## src/clns_pkg.sv

```systemverilog
// ----------------------------------------------------------------------------
// clns_pkg - shared types and tables of the character-LCD nibble sequencer
// Request codes, the job record passed from front to back, the nibble
// result record and the constant tables for init and row addressing.
// ----------------------------------------------------------------------------
package clns_pkg;

	localparam int OP_W = 2;

	localparam logic [OP_W-1:0] OP_INIT = 2'd0;
	localparam logic [OP_W-1:0] OP_CMD  = 2'd1;
	localparam logic [OP_W-1:0] OP_CHAR = 2'd2;
	localparam logic [OP_W-1:0] OP_GOTO = 2'd3;

	localparam logic [7:0] CMD_CLEAR = 8'h01;
	localparam logic [7:0] CMD_HOME  = 8'h02;
	localparam logic [7:0] CMD_DDRAM = 8'h80;

	localparam logic [12:0] WAIT_SHORT_US = 13'd55;
	localparam logic [12:0] WAIT_LONG_US  = 13'd2000;

	localparam int STEP_W    = 4;
	localparam int INIT_LAST = 13;

	localparam int QUEUE_DEPTH = 4;
	localparam int QPTR_W      = $clog2(QUEUE_DEPTH);

	// one classified request: the whole init run, or one byte to send
	typedef struct packed {
		logic       is_init;
		logic       rs;
		logic [7:0] value;
	} clns_job_t;

	typedef struct packed {
		logic        rs;
		logic [3:0]  nibble;
		logic [14:0] wait_before_us;
		logic [12:0] wait_after_us;
		logic        last;
	} clns_res_t;

	function automatic logic [7:0] row_base(input logic [2:0] row);
		logic [7:0] b;
		case (row)
			3'd2:    b = 8'h40;
			3'd3:    b = 8'h14;
			3'd4:    b = 8'h54;
			default: b = 8'h00;
		endcase
		return b;
	endfunction

	// power-up run: wake nibbles, then 0x28, 0x0C, 0x01, 0x06, 0x80 as byte pairs
	function automatic clns_res_t init_step(input logic [STEP_W-1:0] step);
		clns_res_t r;
		r.rs             = 1'b0;
		r.wait_before_us = 15'd0;
		r.last           = 1'b0;
		case (step)
			4'd0: begin
				r.nibble = 4'h3; r.wait_before_us = 15'd20000; r.wait_after_us = 13'd5000;
			end
			4'd1:  begin r.nibble = 4'h3; r.wait_after_us = 13'd100; end
			4'd2:  begin r.nibble = 4'h3; r.wait_after_us = 13'd100; end
			4'd3:  begin r.nibble = 4'h2; r.wait_after_us = 13'd100; end
			4'd4:  begin r.nibble = 4'h2; r.wait_after_us = 13'd0; end
			4'd5:  begin r.nibble = 4'h8; r.wait_after_us = WAIT_SHORT_US; end
			4'd6:  begin r.nibble = 4'h0; r.wait_after_us = 13'd0; end
			4'd7:  begin r.nibble = 4'hC; r.wait_after_us = WAIT_SHORT_US; end
			4'd8:  begin r.nibble = 4'h0; r.wait_after_us = 13'd0; end
			4'd9:  begin r.nibble = 4'h1; r.wait_after_us = WAIT_LONG_US; end
			4'd10: begin r.nibble = 4'h0; r.wait_after_us = 13'd0; end
			4'd11: begin r.nibble = 4'h6; r.wait_after_us = WAIT_SHORT_US; end
			4'd12: begin r.nibble = 4'h8; r.wait_after_us = 13'd0; end
			4'd13: begin r.nibble = 4'h0; r.wait_after_us = WAIT_SHORT_US; r.last = 1'b1; end
			default: begin r.nibble = 4'h0; r.wait_after_us = 13'd0; end
		endcase
		return r;
	endfunction

endpackage

```

## src/clns_front.sv

```systemverilog
// ----------------------------------------------------------------------------
// clns_front - request decode
// Accepts requests, turns each into a job (init run or one byte with its
// register-select level) and holds it in a register until the queue takes it.
// ----------------------------------------------------------------------------
module clns_front
	import clns_pkg::*;
(
	input  logic             clk,
	input  logic             arst_n,
	input  logic             in_valid,
	output logic             in_ready,
	input  logic [OP_W-1:0]  operation,
	input  logic [7:0]       byte_value,
	input  logic [5:0]       column,
	input  logic [2:0]       row,
	output logic             job_valid,
	input  logic             job_ready,
	output clns_job_t        job
);

	logic      valid_s1;
	clns_job_t job_s1;
	clns_job_t job_d;
	logic [7:0] addr;

	assign addr = 8'(row_base(row) + {2'b00, column} - 8'd1);

	always_comb begin
		job_d.is_init = 1'b0;
		job_d.rs      = 1'b0;
		job_d.value   = byte_value;
		unique case (operation)
			OP_INIT: job_d.is_init = 1'b1;
			OP_CMD:  job_d.rs = 1'b0;
			OP_CHAR: job_d.rs = 1'b1;
			OP_GOTO: job_d.value = CMD_DDRAM | addr;
			default: job_d.is_init = 1'b0;
		endcase
	end

	assign in_ready  = !valid_s1 || job_ready;
	assign job_valid = valid_s1;
	assign job       = job_s1;

	always_ff @(posedge clk or negedge arst_n) begin
		if (!arst_n) begin
			valid_s1 <= 1'b0;
		end else if (in_ready) begin
			valid_s1 <= in_valid;
		end
	end

	always_ff @(posedge clk) begin
		if (in_ready && in_valid) begin
			job_s1 <= job_d;
		end
	end

endmodule

```

## src/clns_queue.sv

```systemverilog
// ----------------------------------------------------------------------------
// clns_queue - job queue
// Short FIFO between decode and nibble sequencing so each side stalls alone.
// ----------------------------------------------------------------------------
module clns_queue
	import clns_pkg::*;
(
	input  logic      clk,
	input  logic      arst_n,
	input  logic      push_valid,
	output logic      push_ready,
	input  clns_job_t push_job,
	output logic      head_valid,
	input  logic      pop,
	output clns_job_t head_job
);

	clns_job_t           mem_q [QUEUE_DEPTH];
	logic [QPTR_W-1:0]   wr_q;
	logic [QPTR_W-1:0]   rd_q;
	logic [QPTR_W:0]     count_q;
	logic                push;
	logic                pop_ok;

	assign push_ready = count_q != (QPTR_W+1)'(QUEUE_DEPTH);
	assign head_valid = count_q != '0;
	assign head_job   = mem_q[rd_q];
	assign push       = push_valid && push_ready;
	assign pop_ok     = pop && head_valid;

	always_ff @(posedge clk or negedge arst_n) begin
		if (!arst_n) begin
			wr_q    <= '0;
			rd_q    <= '0;
			count_q <= '0;
		end else begin
			if (push) wr_q <= wr_q + 1'b1;
			if (pop_ok) rd_q <= rd_q + 1'b1;
			if (push && !pop_ok) count_q <= count_q + 1'b1;
			else if (!push && pop_ok) count_q <= count_q - 1'b1;
		end
	end

	always_ff @(posedge clk) begin
		if (push) begin
			mem_q[wr_q] <= push_job;
		end
	end

endmodule

```

## src/clns_back.sv

```systemverilog
// ----------------------------------------------------------------------------
// clns_back - nibble sequencer
// Walks the job at the queue head one nibble per cycle, while the output register
// is free or being taken, into that register; pops the job on its final nibble.
// ----------------------------------------------------------------------------
module clns_back
	import clns_pkg::*;
(
	input  logic      clk,
	input  logic      arst_n,
	input  logic      head_valid,
	input  clns_job_t head_job,
	output logic      pop,
	output logic      out_valid,
	input  logic      out_ready,
	output clns_res_t out_res
);

	logic [STEP_W-1:0] step_q;
	logic              out_valid_q;
	clns_res_t         out_res_q;
	clns_res_t         res_d;
	logic              advance;
	logic              final_step;
	logic              long_wait;

	assign long_wait = !head_job.rs &&
		(head_job.value == CMD_CLEAR || head_job.value == CMD_HOME);

	always_comb begin
		if (head_job.is_init) begin
			res_d = init_step(step_q);
		end else begin
			res_d.rs             = head_job.rs;
			res_d.wait_before_us = 15'd0;
			if (!step_q[0]) begin
				res_d.nibble        = head_job.value[7:4];
				res_d.wait_after_us = 13'd0;
				res_d.last          = 1'b0;
			end else begin
				res_d.nibble        = head_job.value[3:0];
				res_d.wait_after_us = long_wait ? WAIT_LONG_US : WAIT_SHORT_US;
				res_d.last          = 1'b1;
			end
		end
	end

	assign final_step = head_job.is_init ? (step_q == STEP_W'(INIT_LAST)) : step_q[0];
	assign advance    = head_valid && (!out_valid_q || out_ready);
	assign pop        = advance && final_step;
	assign out_valid  = out_valid_q;
	assign out_res    = out_res_q;

	always_ff @(posedge clk or negedge arst_n) begin
		if (!arst_n) begin
			step_q      <= '0;
			out_valid_q <= 1'b0;
		end else begin
			if (advance) begin
				step_q <= final_step ? '0 : step_q + 1'b1;
			end
			if (advance) begin
				out_valid_q <= 1'b1;
			end else if (out_ready) begin
				out_valid_q <= 1'b0;
			end
		end
	end

	always_ff @(posedge clk) begin
		if (advance) begin
			out_res_q <= res_d;
		end
	end

endmodule

```

## src/char_lcd_nibble_sequencer.sv

```systemverilog
// ----------------------------------------------------------------------------
// char_lcd_nibble_sequencer - character-LCD 4-bit bus nibble sequencer
// Expands init, command, character and cursor requests into register-select
// nibbles with the waits to apply before and after each enable strobe.
//
//   channel | dir | tdata (low bit up)                         | tuser      | tlast
//   s_      | in  | byte_value[7:0] column[13:8] row[16:14]     | operation  | -
//   m_      | out | nibble[3:0] wait_before[18:4] wait_after[31:19] | reg_select | last_of_run
//
// A request is accepted each cycle while the job queue has room; results leave
// one nibble per cycle from the output register while m_tready holds, so a byte
// request gives two nibbles and init gives fourteen, set by the single nibble sequencer.
// A request passes the decode register and the job queue before its first result is registered.
// Reset clears the decode stage, queue pointers, step counter and output valid.
// Either side may stall freely; the four-entry queue decouples them.
// ----------------------------------------------------------------------------
module char_lcd_nibble_sequencer
	import clns_pkg::*;
(
	input  logic        clk,
	input  logic        arst_n,
	input  logic        s_tvalid,
	output logic        s_tready,
	input  logic [23:0] s_tdata,   // byte_value[7:0], column[13:8], row[16:14], zero pad
	input  logic [1:0]  s_tuser,   // operation[1:0]
	output logic        m_tvalid,
	input  logic        m_tready,
	output logic [31:0] m_tdata,   // nibble[3:0], wait_before_us[18:4], wait_after_us[31:19]
	output logic        m_tuser,   // reg_select
	output logic        m_tlast
);

	logic      job_valid;
	logic      job_ready;
	clns_job_t job;
	logic      head_valid;
	clns_job_t head_job;
	logic      pop;
	clns_res_t res;

	clns_front u_front (
		.clk        (clk),
		.arst_n     (arst_n),
		.in_valid   (s_tvalid),
		.in_ready   (s_tready),
		.operation  (s_tuser),
		.byte_value (s_tdata[7:0]),
		.column     (s_tdata[13:8]),
		.row        (s_tdata[16:14]),
		.job_valid  (job_valid),
		.job_ready  (job_ready),
		.job        (job)
	);

	clns_queue u_queue (
		.clk        (clk),
		.arst_n     (arst_n),
		.push_valid (job_valid),
		.push_ready (job_ready),
		.push_job   (job),
		.head_valid (head_valid),
		.pop        (pop),
		.head_job   (head_job)
	);

	clns_back u_back (
		.clk        (clk),
		.arst_n     (arst_n),
		.head_valid (head_valid),
		.head_job   (head_job),
		.pop        (pop),
		.out_valid  (m_tvalid),
		.out_ready  (m_tready),
		.out_res    (res)
	);

	assign m_tdata = {res.wait_after_us, res.wait_before_us, res.nibble};
	assign m_tuser = res.rs;
	assign m_tlast = res.last;

endmodule

```

## config.mk

```make
export PLATFORM = sky130hd
export DESIGN_NAME = char_lcd_nibble_sequencer
export DESIGN_NICKNAME = d
export VERILOG_FILES = /design/src/clns_pkg.sv /design/src/clns_front.sv /design/src/clns_queue.sv /design/src/clns_back.sv /design/src/char_lcd_nibble_sequencer.sv
export SDC_FILE = /design/constraint.sdc
export NUM_CORES = 1
export LEC_CHECK = 0
export BUFFER_PORTS_ARGS = -buffer_cell sky130_fd_sc_hd__buf_4
export CORE_MARGIN = 2
export CORE_UTILIZATION = 25
export CTS_CLUSTER_DIAMETER = 40
export DETAILED_ROUTE_END_ITERATION = 8
export SYNTH_ARGS = -nofsm -noshare
export SYNTH_HDL_FRONTEND = slang
export SYNTH_SLANG_ARGS = --single-unit
```

## constraint.sdc

```tcl
create_clock -name clk -period 5.9 [get_ports clk]
set_input_delay 0.295 -clock clk [delete_from_list [all_inputs] [get_ports clk]]
set_output_delay 0.295 -clock clk [all_outputs]
set_load 0.01 [all_outputs]
```

==> flow_summary.json, run 1 <==
{
  "status": "completed",
  "min_from": "s_tvalid",
  "p_total_mw": 2.176,
  "grt_pass1_vias": 2099,
  "power.net_switching_uw": 728.7,
  "grt_max_degree": 23,
  "synth.avg_cell_area_um2": 13.69,
  "layout.cells.non_filler": 506,
  "dp_slack_ns": 2.726,
  "cts.htree.levels": 3,
  "worstSetupPathType": "reg2reg",
  "grtUsageMet3": 0.03374,
  "worst_ep_arrival_time_ns": 3.40,
  "floorplan.initialDensity": 0.2572,
  "fmax_mhz": 317.8,
  "synth-compound-area-share": 0.05681,
  "internal_power_mw": 1.447,
  "fin_worst_skew_ns": 0.007427,
  "io_buffers": 47,
  "grt_pass1_wl_um": 10290,
  "coreArea_mm2": 0.01464,
  "cp-end-kind": "register",
  "firstDrtPassIters": 4,
  "syn_to_final_growth_pct": 18.90,
  "fp.dieH_um": 126.7,
  "grtUsageMet1": 0.09510,
  "post_drt_via_cell_ratio": 4.178,
  "met2_usage": 0.1390,
  "numCtsBuffers": 9,
  "dieArea_mm2": 0.01606,
  "hpwl_um": 4606,
  "final.setup.worst_slack_ns": 2.753,
  "finalMaxSlewViolations": 0,
  "path_clk_slew_ns": 0.06,
  "maxCapViolCount": 0,
  "finalSetupTns_ns": 0,
  "seqPwrFrac": 0.432,
  "vias": 2114,
  "p_sw_frac": 0.3350,
  "p_comb_frac": 0.335,
  "clk_latency_ns": 0.33,
  "holdWs_ns": 0.1605,
  "wirelength_um": 6341,
  "synth_mux_area_frac": 0.09535,
  "async_flop_share": 0.1688,
  "total_leakage_power_nw": 1.804,
  "path_max_fanout": 13,
  "syn_area_mm2": 0.003766,
  "grt_use_total": 0.08166,
  "ant_nets": 0,
  "synthAdderAreaFrac": 0.06379,
  "rsz0062_at_grt": "false",
  "postCtsSetupRepairBufs": 0,
  "synth_edf_count": 64,
  "synthCells": 275,
  "slew-limit-headroom": 0.5463,
  "startpoint_type": "register",
  "die_w_um": 126.7,
  "rows": 44,
  "place_congestion": 0.7716,
  "synth_seq_cells": 77,
  "yosys.area_share.simple": 0.08239,
  "min_period_over_period": 0.5333,
  "cts.sinks": 77,
  "antenna_found_initial": 0,
  "n_antenna_cell": 0,
  "drive_gt1_frac": 0.2267,
  "hold_viol": 0,
  "cp.required_ns": 6.16,
  "critical_path.reg2reg.startpoint": "u_queue.rd_q[0]",
  "worst_path_max_delay_cell": "dfrtp_1",
  "n_fill_cell": 1475,
  "post-route-cell-area_mm2": 0.004478,
  "peakVddDrop_uv": 141.6,
  "final_core_util": 0.3058,
  "final_nets": 365,
  "ys_warn_count": 0,
  "period_minus_slack_ns": 3.147,
  "drtIter0Drc": 153,
  "cts_tree": "built",
  "synth_top_family_by_area": "multiplexers",
  "dpl_cell_area_mm2": 0.004185,
  "dp_cells": 489,
  "p_per_area_mw_per_mm2": 485.8,
  "drt-wirelength-per-cell_um": 12.53,
  "cts.repair.resized": 0,
  "clock_path_buffers": 2,
  "root_buffer": "clkbuf_16",
  "cp-startpoint": "u_queue.rd_q[0]",
  "seq_area_frac_synth": 0.5967,
  "hold_path_class": "in2reg",
  "path_cells": "mux4_2, mux2_4, nand2_1, ha_1, inv_1, fa_1, xor2_1, nor2_1, xor2_1",
  "worst_pin_slew_ns": 0.6806,
  "ys.flop_type": "edfxtp_1",
  "synthXorXnorAreaFrac": 0.03256,
  "drcViolationCount": 0,
  "clockPowerShare": 0.233,
  "grt-busiest-layer": "met2",
  "crit_path_frequent_cell": "xor2_1",
  "grt-ovfl-total": 0,
  "setup_viol": 0,
  "synth.distinct_cells": 43,
  "cts_hold_buf": 1,
  "io_pins": 66,
  "crit_path_max_incr_delay_ns": 0.78
}
[sequential cells by signal, indices dropped and copies added, names as in the netlist, 2 cells and up]
register,cells
u_queue.rd_q,2
u_queue.wr_q,2
u_back.out_res,14
u_queue.mem_q,40
u_back.step_q,4
u_queue.count_q,3
u_front.job,10
[area by class of cell]
| cell class | instances | area [µm²] | share of cell area |
|---|---|---|---|
| Tap cell | 184 | 230.2 | 0.05141 |
| Clock buffer | 9 | 225.2 | 0.05029 |
| Sequential cell | 77 | 2247 | 0.5018 |
| Inverter | 18 | 67.56 | 0.01509 |
| Clock inverter | 7 | 57.56 | 0.01285 |
| Multi-Input combinational cell | 163 | 1287 | 0.2875 |
| Timing Repair Buffer | 48 | 362.8 | 0.08103 |
[layer usage]
metal	vias up	wire, µm
met2	71	3000
met4	0	40
met3	4	390
li1	1044	-
met1	995	2909
met5	-	0
[worst max-delay path, delay by kind of cell (launching register included)]
family | cells | cell delay (ns)
XOR/XNOR | 2 | 0.32
flip-flops | 1 | 0.78
buffers and inverters | 1 | 0.06
multiplexers | 2 | 1.11
AND/OR/NAND/NOR | 2 | 0.22
adder cells (fa/ha/maj) | 2 | 0.59
[power by group through the flow]
| stage | clock (mW) | combinational (mW) | sequential (mW) |
|---|---|---|---|
| finish | 0.507 | 0.728 | 0.940 |
| global placement | 0 | 0.722 | 0.942 |
| floorplan | 0 | 0.580 | 0.904 |
| global route | 0.549 | 0.822 | 0.967 |
| detailed placement | 0 | 0.739 | 0.956 |
| CTS | 0.524 | 0.742 | 0.945 |
[worst paths after layout]
check | cells past startpoint | end | slack [ns]
min in group asynchronous | 2 | u_queue.count_q[0] | 0.35
worst max register to register | 9 | u_queue.count_q[2] | 2.75
worst max-delay path | 9 | u_queue.count_q[2] | 2.75
max in group asynchronous | 2 | u_back.step_q[1] | 5.38
worst min-delay path | 2 | u_front.job_valid | 0.16
worst min register to register | 2 | u_back.out_valid | 0.50
[cells by family (layout without fill, tap and decap cells)]
logic type | after synthesis | after routing
multiplexers | 19 | 19
AND/OR/NAND/NOR | 65 | 65
buffers and inverters | 45 | 82
AO/OA/AOI/OAI | 36 | 36
other | 1 | 11
XOR/XNOR | 14 | 14
flip-flops | 77 | 77
adder cells (fa/ha/maj) | 18 | 18
[cell usage after synthesis, types with 2 or more instances]
cell | number | area [µm²]
edfxtp_1 | 64 | 1922
nand2_1 | 23 | 86.33
buf_4 | 20 | 150.1
inv_1 | 17 | 63.81
ha_1 | 16 | 200.2
nor2_1 | 15 | 56.30
o21ai_0 | 14 | 70.07
dfrtp_1 | 13 | 325.3
a21oi_1 | 9 | 45.04
mux4_1 | 9 | 236.5
xnor2_1 | 8 | 70.07
and2_1 | 7 | 43.79
nand3_1 | 6 | 30.03
xor2_1 | 6 | 52.55
mux2_2 | 4 | 45.04
mux2i_1 | 4 | 40.04
a21o_1 | 3 | 22.52
buf_6 | 3 | 33.78
nand2b_1 | 3 | 18.77
nor3_1 | 3 | 15.01
and3_1 | 2 | 12.51
buf_2 | 2 | 10.01
clkbuf_1 | 2 | 7.510
fa_1 | 2 | 40.04
nor4_1 | 2 | 12.51
[cell usage in the layout (no fill, tap or decap), types with 2 or more instances in the layout]
master	n
edfxtp_1	64
buf_4	47
nand2_1	23
inv_1	17
ha_1	16
nor2_1	15
o21ai_0	14
dfrtp_1	13
conb_1	11
a21oi_1	9
mux4_1	9
clkbuf_16	9
xnor2_1	8
and2_1	7
xor2_1	6
nand3_1	6
mux2i_1	4
mux2_2	4
nor3_1	3
nand2b_1	3
a21o_1	3
nor4_1	2
and3_1	2
fa_1	2
clkinvlp_4	2
inv_6	2
Power figures use the tool's default switching activity.
==> inputs of run 2 (changes only) <==
Clock period 5.9 ns to 2.8 ns, I/O delays scaled along.
==> flow_summary.json, run 2 (synthesis results as in run 1) <==
{
  "status": "completed",
  "finalMaxSlewViolations": 0,
  "rows": 44,
  "dp_cells": 494,
  "period_minus_slack_ns": 2.561,
  "layout.cells.non_filler": 512,
  "n_antenna_cell": 0,
  "clockPowerShare": 0.252,
  "place_congestion": 0.7798,
  "drive_gt1_frac": 0.2378,
  "mostFrequentLayoutCells": "edfxtp_1 (64), buf_4 (52), nand2_1 (23)",
  "drcViolationCount": 0,
  "path_max_fanout": 8,
  "drtIter0Drc": 152,
  "worst_pin_slew_ns": 0.5255,
  "p_total_mw": 4.760,
  "vias": 2136,
  "worstSetupPathType": "reg2reg",
  "peakVddDrop_uv": 351.6,
  "crit_family": "adder cells",
  "regArea_mm2": 0.002247,
  "grt_pass1_vias": 2088,
  "root_buffer": "clkbuf_16",
  "drt-wirelength-per-cell_um": 12.01,
  "largest_reg_flops": 40,
  "holdWs_ns": 0.05514,
  "hold_path_class": "in2reg",
  "cp.required_ns": 3.06,
  "hold_viol": 0,
  "cts_hold_buf": 2,
  "final_nets": 371,
  "grt_use_total": 0.08166,
  "power.net_switching_mw": 1.564,
  "wirelength_um": 6148,
  "hpwl_um": 4460,
  "finalSetupTns_ns": 0,
  "p_comb_frac": 0.352,
  "clock_path_buffers": 2,
  "clk_latency_ns": 0.34,
  "cp_num_buf_inv": 2,
  "ant_nets": 0,
  "max_flop_register": "u_queue.mem_q",
  "grt_max_degree": 22,
  "coreArea_mm2": 0.01464,
  "cts.repair.resized": 0,
  "numCtsBuffers": 9,
  "multi_input_area_mm2": 0.001287,
  "syn_to_final_growth_pct": 21.06,
  "path_cells": "inv_1, ha_1, and3_1, mux2_4, nand2_1, ha_1, inv_1, fa_1, xor2_1, nor2_1, xor2_1",
  "worst_path_max_delay_cell": "dfrtp_1",
  "worst_ep_arrival_time_ns": 2.82,
  "fin_worst_skew_ns": 0.009059,
  "total_leakage_power_nw": 1.849,
  "n_fill_cell": 1483,
  "post_drt_via_cell_ratio": 4.172,
  "seqPwrFrac": 0.397,
  "firstDrtPassIters": 4,
  "cts_tree": "built",
  "antenna_found_initial": 0,
  "die_w_um": 126.7,
  "cts.htree.levels": 3,
  "r2r_slack_ns": 0.24,
  "path_clk_slew_ns": 0.06,
  "postCtsSetupRepairBufs": 0,
  "grt_pass1_wl_um": 10290,
  "io_buffers": 47,
  "rsz0062_at_grt": "false",
  "io_pins": 66,
  "cp-end-kind": "register",
  "startpoint_type": "register",
  "cts.sinks": 77,
  "grt-ovfl-total": 0,
  "crit_path_max_incr_delay_ns": 0.39,
  "p_sw_frac": 0.3285,
  "setup_viol": 0,
  "floorplan.initialDensity": 0.2572,
  "p_per_area_mw_per_mm2": 1044,
  "maxCapViolCount": 0,
  "dieArea_mm2": 0.01606,
  "fp.dieH_um": 126.7,
  "final_core_util": 0.3113,
  "min_period_over_period": 0.9145,
  "internal_power_mw": 3.196,
  "slew-limit-headroom": 0.6496,
  "fmax_mhz": 390.5,
  "final_common_cell": "edfxtp_1"
}
==> run 2: final timing paths <==
kind | end | from | depth (start not counted)
worst min-delay path | u_back.out_valid | m_tready | 4
min in group asynchronous | u_front.job_valid | arst_n | 2
worst max register to register | u_queue.count_q[2] | u_back.step_q[1] | 11
worst max-delay path | u_queue.count_q[2] | u_back.step_q[1] | 11
max in group asynchronous | u_back.step_q[2] | arst_n | 2
worst min register to register | u_back.out_valid | u_back.out_valid | 2
==> run 2: stage by stage <==
step                      instance area, µm²  setup WS (ns)
after floorplan                         3804         0.2064
after global placement                  4223         0.3187
after detailed placement                4223         0.2601
after CTS                               4559         0.2373
after global routing                    4559        0.06709
final                                   4559         0.2395
==> run 2: layout make-up <==
type,count,area share
clock buffer,9,0.04940
multi-input combinational,163,0.2824
clock inverter,7,0.02003
tap,184,0.05049
timing repair buffer,54,0.09001
sequential,77,0.4929
inverter,18,0.01482
==> run 2: layer usage <==
metal | wire length [µm] | track usage | vias to the layer above
met4 | 51 | 0.02521 | 0
met3 | 449 | 0.03416 | 7
met2 | 2869 | 0.1300 | 75
met5 | 0 | 0 | -
li1 | - | - | 1059
met1 | 2778 | 0.1016 | 995
==> run 2: worst register-to-register path, delay by kind of cell, from the launching register on <==
| family | cells | cell delay [ns] |
|---|---|---|
| buffers and inverters | 2 | 0.16 |
| adder cells (fa/ha/maj) | 3 | 0.86 |
| multiplexers | 1 | 0.30 |
| AND/OR/NAND/NOR | 3 | 0.46 |
| XOR/XNOR | 2 | 0.32 |
| flip-flops | 1 | 0.39 |
==> run 2: power groups by stage <==
stage                     Clock, mW  Combinational [mW]  Sequential [mW]
after floorplan                   0                1.22             1.90
final                          1.20                1.67             1.89
after detailed placement          0                1.69             1.92
after global placement            0                1.66             1.89
after CTS                      1.23                1.70             1.90
after global routing           1.28                1.86             1.94
==> inputs of run 3 (changes only) <==
Settings changed: SETUP_SLACK_MARGIN set to 0.5.
==> flow_summary.json, run 3 (synthesis results as in run 1) <==
{
  "period_minus_slack_ns": 2.328,
  "place_congestion": 0.7745,
  "cp.depth": 9,
  "drtIter0Drc": 150,
  "post-route-cell-area_mm2": 0.004627,
  "reg2reg_to": "u_queue.count_q[2]",
  "worst_pin_slew_ns": 0.6266,
  "finalMaxSlewViolations": 0,
  "rr_worst_depth": 9,
  "grt-busiest-layer": "met2",
  "max_flop_register": "u_queue.mem_q",
  "grtUsageMet3": 0.02488,
  "layout.cells.non_filler": 515,
  "regArea_mm2": 0.002247,
  "drive_gt1_frac": 0.2628,
  "grt-ovfl-total": 0,
  "dp_slack_ns": 0.2916,
  "rsz0062_at_grt": "true",
  "crit_path_frequent_cell": "xor2_1",
  "drcViolationCount": 0,
  "io_pins": 66,
  "crit_path_max_incr_delay_ns": 0.54,
  "die_w_um": 126.7,
  "cp_num_buf_inv": 1,
  "total_leakage_power_nw": 1.886,
  "hold_path_class": "in2reg",
  "cts.sinks": 77,
  "r2r_slack_ns": 0.47,
  "final_core_util": 0.3160,
  "multi_input_area_mm2": 0.001313,
  "hold_viol": 0,
  "dpl_cell_area_mm2": 0.004238,
  "fmax_mhz": 429.5,
  "holdWs_ns": 0.008034,
  "cp-startpoint": "u_queue.rd_q[0]",
  "slew-limit-headroom": 0.5814,
  "critPathCapture": "u_queue.count_q[2]",
  "critical_path.reg2reg.startpoint": "u_queue.rd_q[0]",
  "grt_pass1_vias": 2132,
  "largest_reg_flops": 40,
  "cts_tree": "built",
  "grtUsageMet1": 0.1052,
  "syn_to_final_growth_pct": 22.86,
  "fin_worst_skew_ns": 0.006627,
  "post_drt_via_cell_ratio": 4.161,
  "numCtsBuffers": 9,
  "final_nets": 374,
  "grt_pass1_wl_um": 10380,
  "maxCapViolCount": 0,
  "p_per_area_mw_per_mm2": 1072,
  "antenna_found_initial": 0,
  "worstSetupPathType": "reg2reg",
  "rows": 44,
  "root_buffer": "clkbuf_16",
  "io_buffers": 47,
  "cp-end-kind": "register",
  "wirelength_um": 6334,
  "hpwl_um": 4442,
  "mostFrequentLayoutCells": "edfxtp_1 (64), buf_4 (56), nand2_1 (22)",
  "peakVddDrop_uv": 532.1,
  "path_max_fanout": 2,
  "crit_family": "multiplexers",
  "cts.htree.levels": 3,
  "dp_cells": 493,
  "met2_usage": 0.1313,
  "finalSetupTns_ns": 0,
  "drt-wirelength-per-cell_um": 12.30,
  "clock_path_buffers": 2,
  "startpoint_type": "register",
  "final_common_cell": "edfxtp_1",
  "clk_latency_ns": 0.33,
  "cp.required_ns": 3.05,
  "floorplan.initialDensity": 0.2572,
  "min_period_over_period": 0.8315,
  "worst_ep_arrival_time_ns": 2.58,
  "path_cells": "mux4_2, mux2_4, nand2_4, ha_4, inv_2, fa_2, xor2_1, nor2_1, xor2_1",
  "grt_max_degree": 22,
  "grt_use_total": 0.08127,
  "final.setup.worst_slack_ns": 0.4717,
  "setup_viol": 0,
  "n_antenna_cell": 0,
  "firstDrtPassIters": 5,
  "worst_path_max_delay_cell": "mux4_2",
  "n_fill_cell": 1460,
  "status": "completed",
  "dieArea_mm2": 0.01606,
  "vias": 2143,
  "coreArea_mm2": 0.01464,
  "ant_nets": 0,
  "fp.dieH_um": 126.7,
  "path_clk_slew_ns": 0.06,
  "p_total_mw": 4.962
}
==> run 3: worst min path at each step <==
stage                  start           endpoint  slack [ns]  cells past startpoint
floorplan             arst_n   u_back.out_valid       -0.16                      0
global placement      arst_n   u_back.out_valid      -0.003                      1
detailed placement    arst_n   u_back.out_valid      -0.003                      1
CTS                 s_tvalid  u_front.job_valid       0.001                      2
global route        s_tvalid  u_front.job_valid        0.02                      2
finish              s_tvalid  u_front.job_valid       0.008                      2
==> run 3: power breakdown <==
part,leakage (nW),switching (mW),internal [mW]
registers,0.758,0.199,1.69
logic,0.961,0.935,0.844
clock network,0.167,0.484,0.807
total,1.89,1.62,3.34
==> run 3: area by class of cell <==
type,count,area share
clock buffer,9,0.04867
clock inverter,7,0.02461
inverter,18,0.01460
multi-input combinational,163,0.2837
sequential,77,0.4857
tap,184,0.04976
timing repair buffer,57,0.09302
==> run 3: worst reg2reg max path, stage by stage (launching register included) <==
cell	delay [ns]
dfrtp_1	0.38
mux4_2	0.54
mux2_4	0.34
nand2_4	0.08
ha_4	0.14
inv_2	0.04
fa_2	0.32
xor2_1	0.14
nor2_1	0.13
xor2_1	0.14
==> run 3: per-layer routing <==
layer,share of wire,vias to the layer above
li1,-,1069
met1,0.47,1008
met2,0.47,60
met3,0.053,6
met4,0.0085,0
met5,0,-
==> run 3: repair_timing <==
item | 4_1_cts | 5_1_grt
endpoints found under the hold margin | 13 | 0
endpoints found under the setup margin | 2 | 5
resized for setup | 0 | 1
pin swaps | 3 | 2
hold buffers | 1 | 0
buffers inserted | 4 | 1
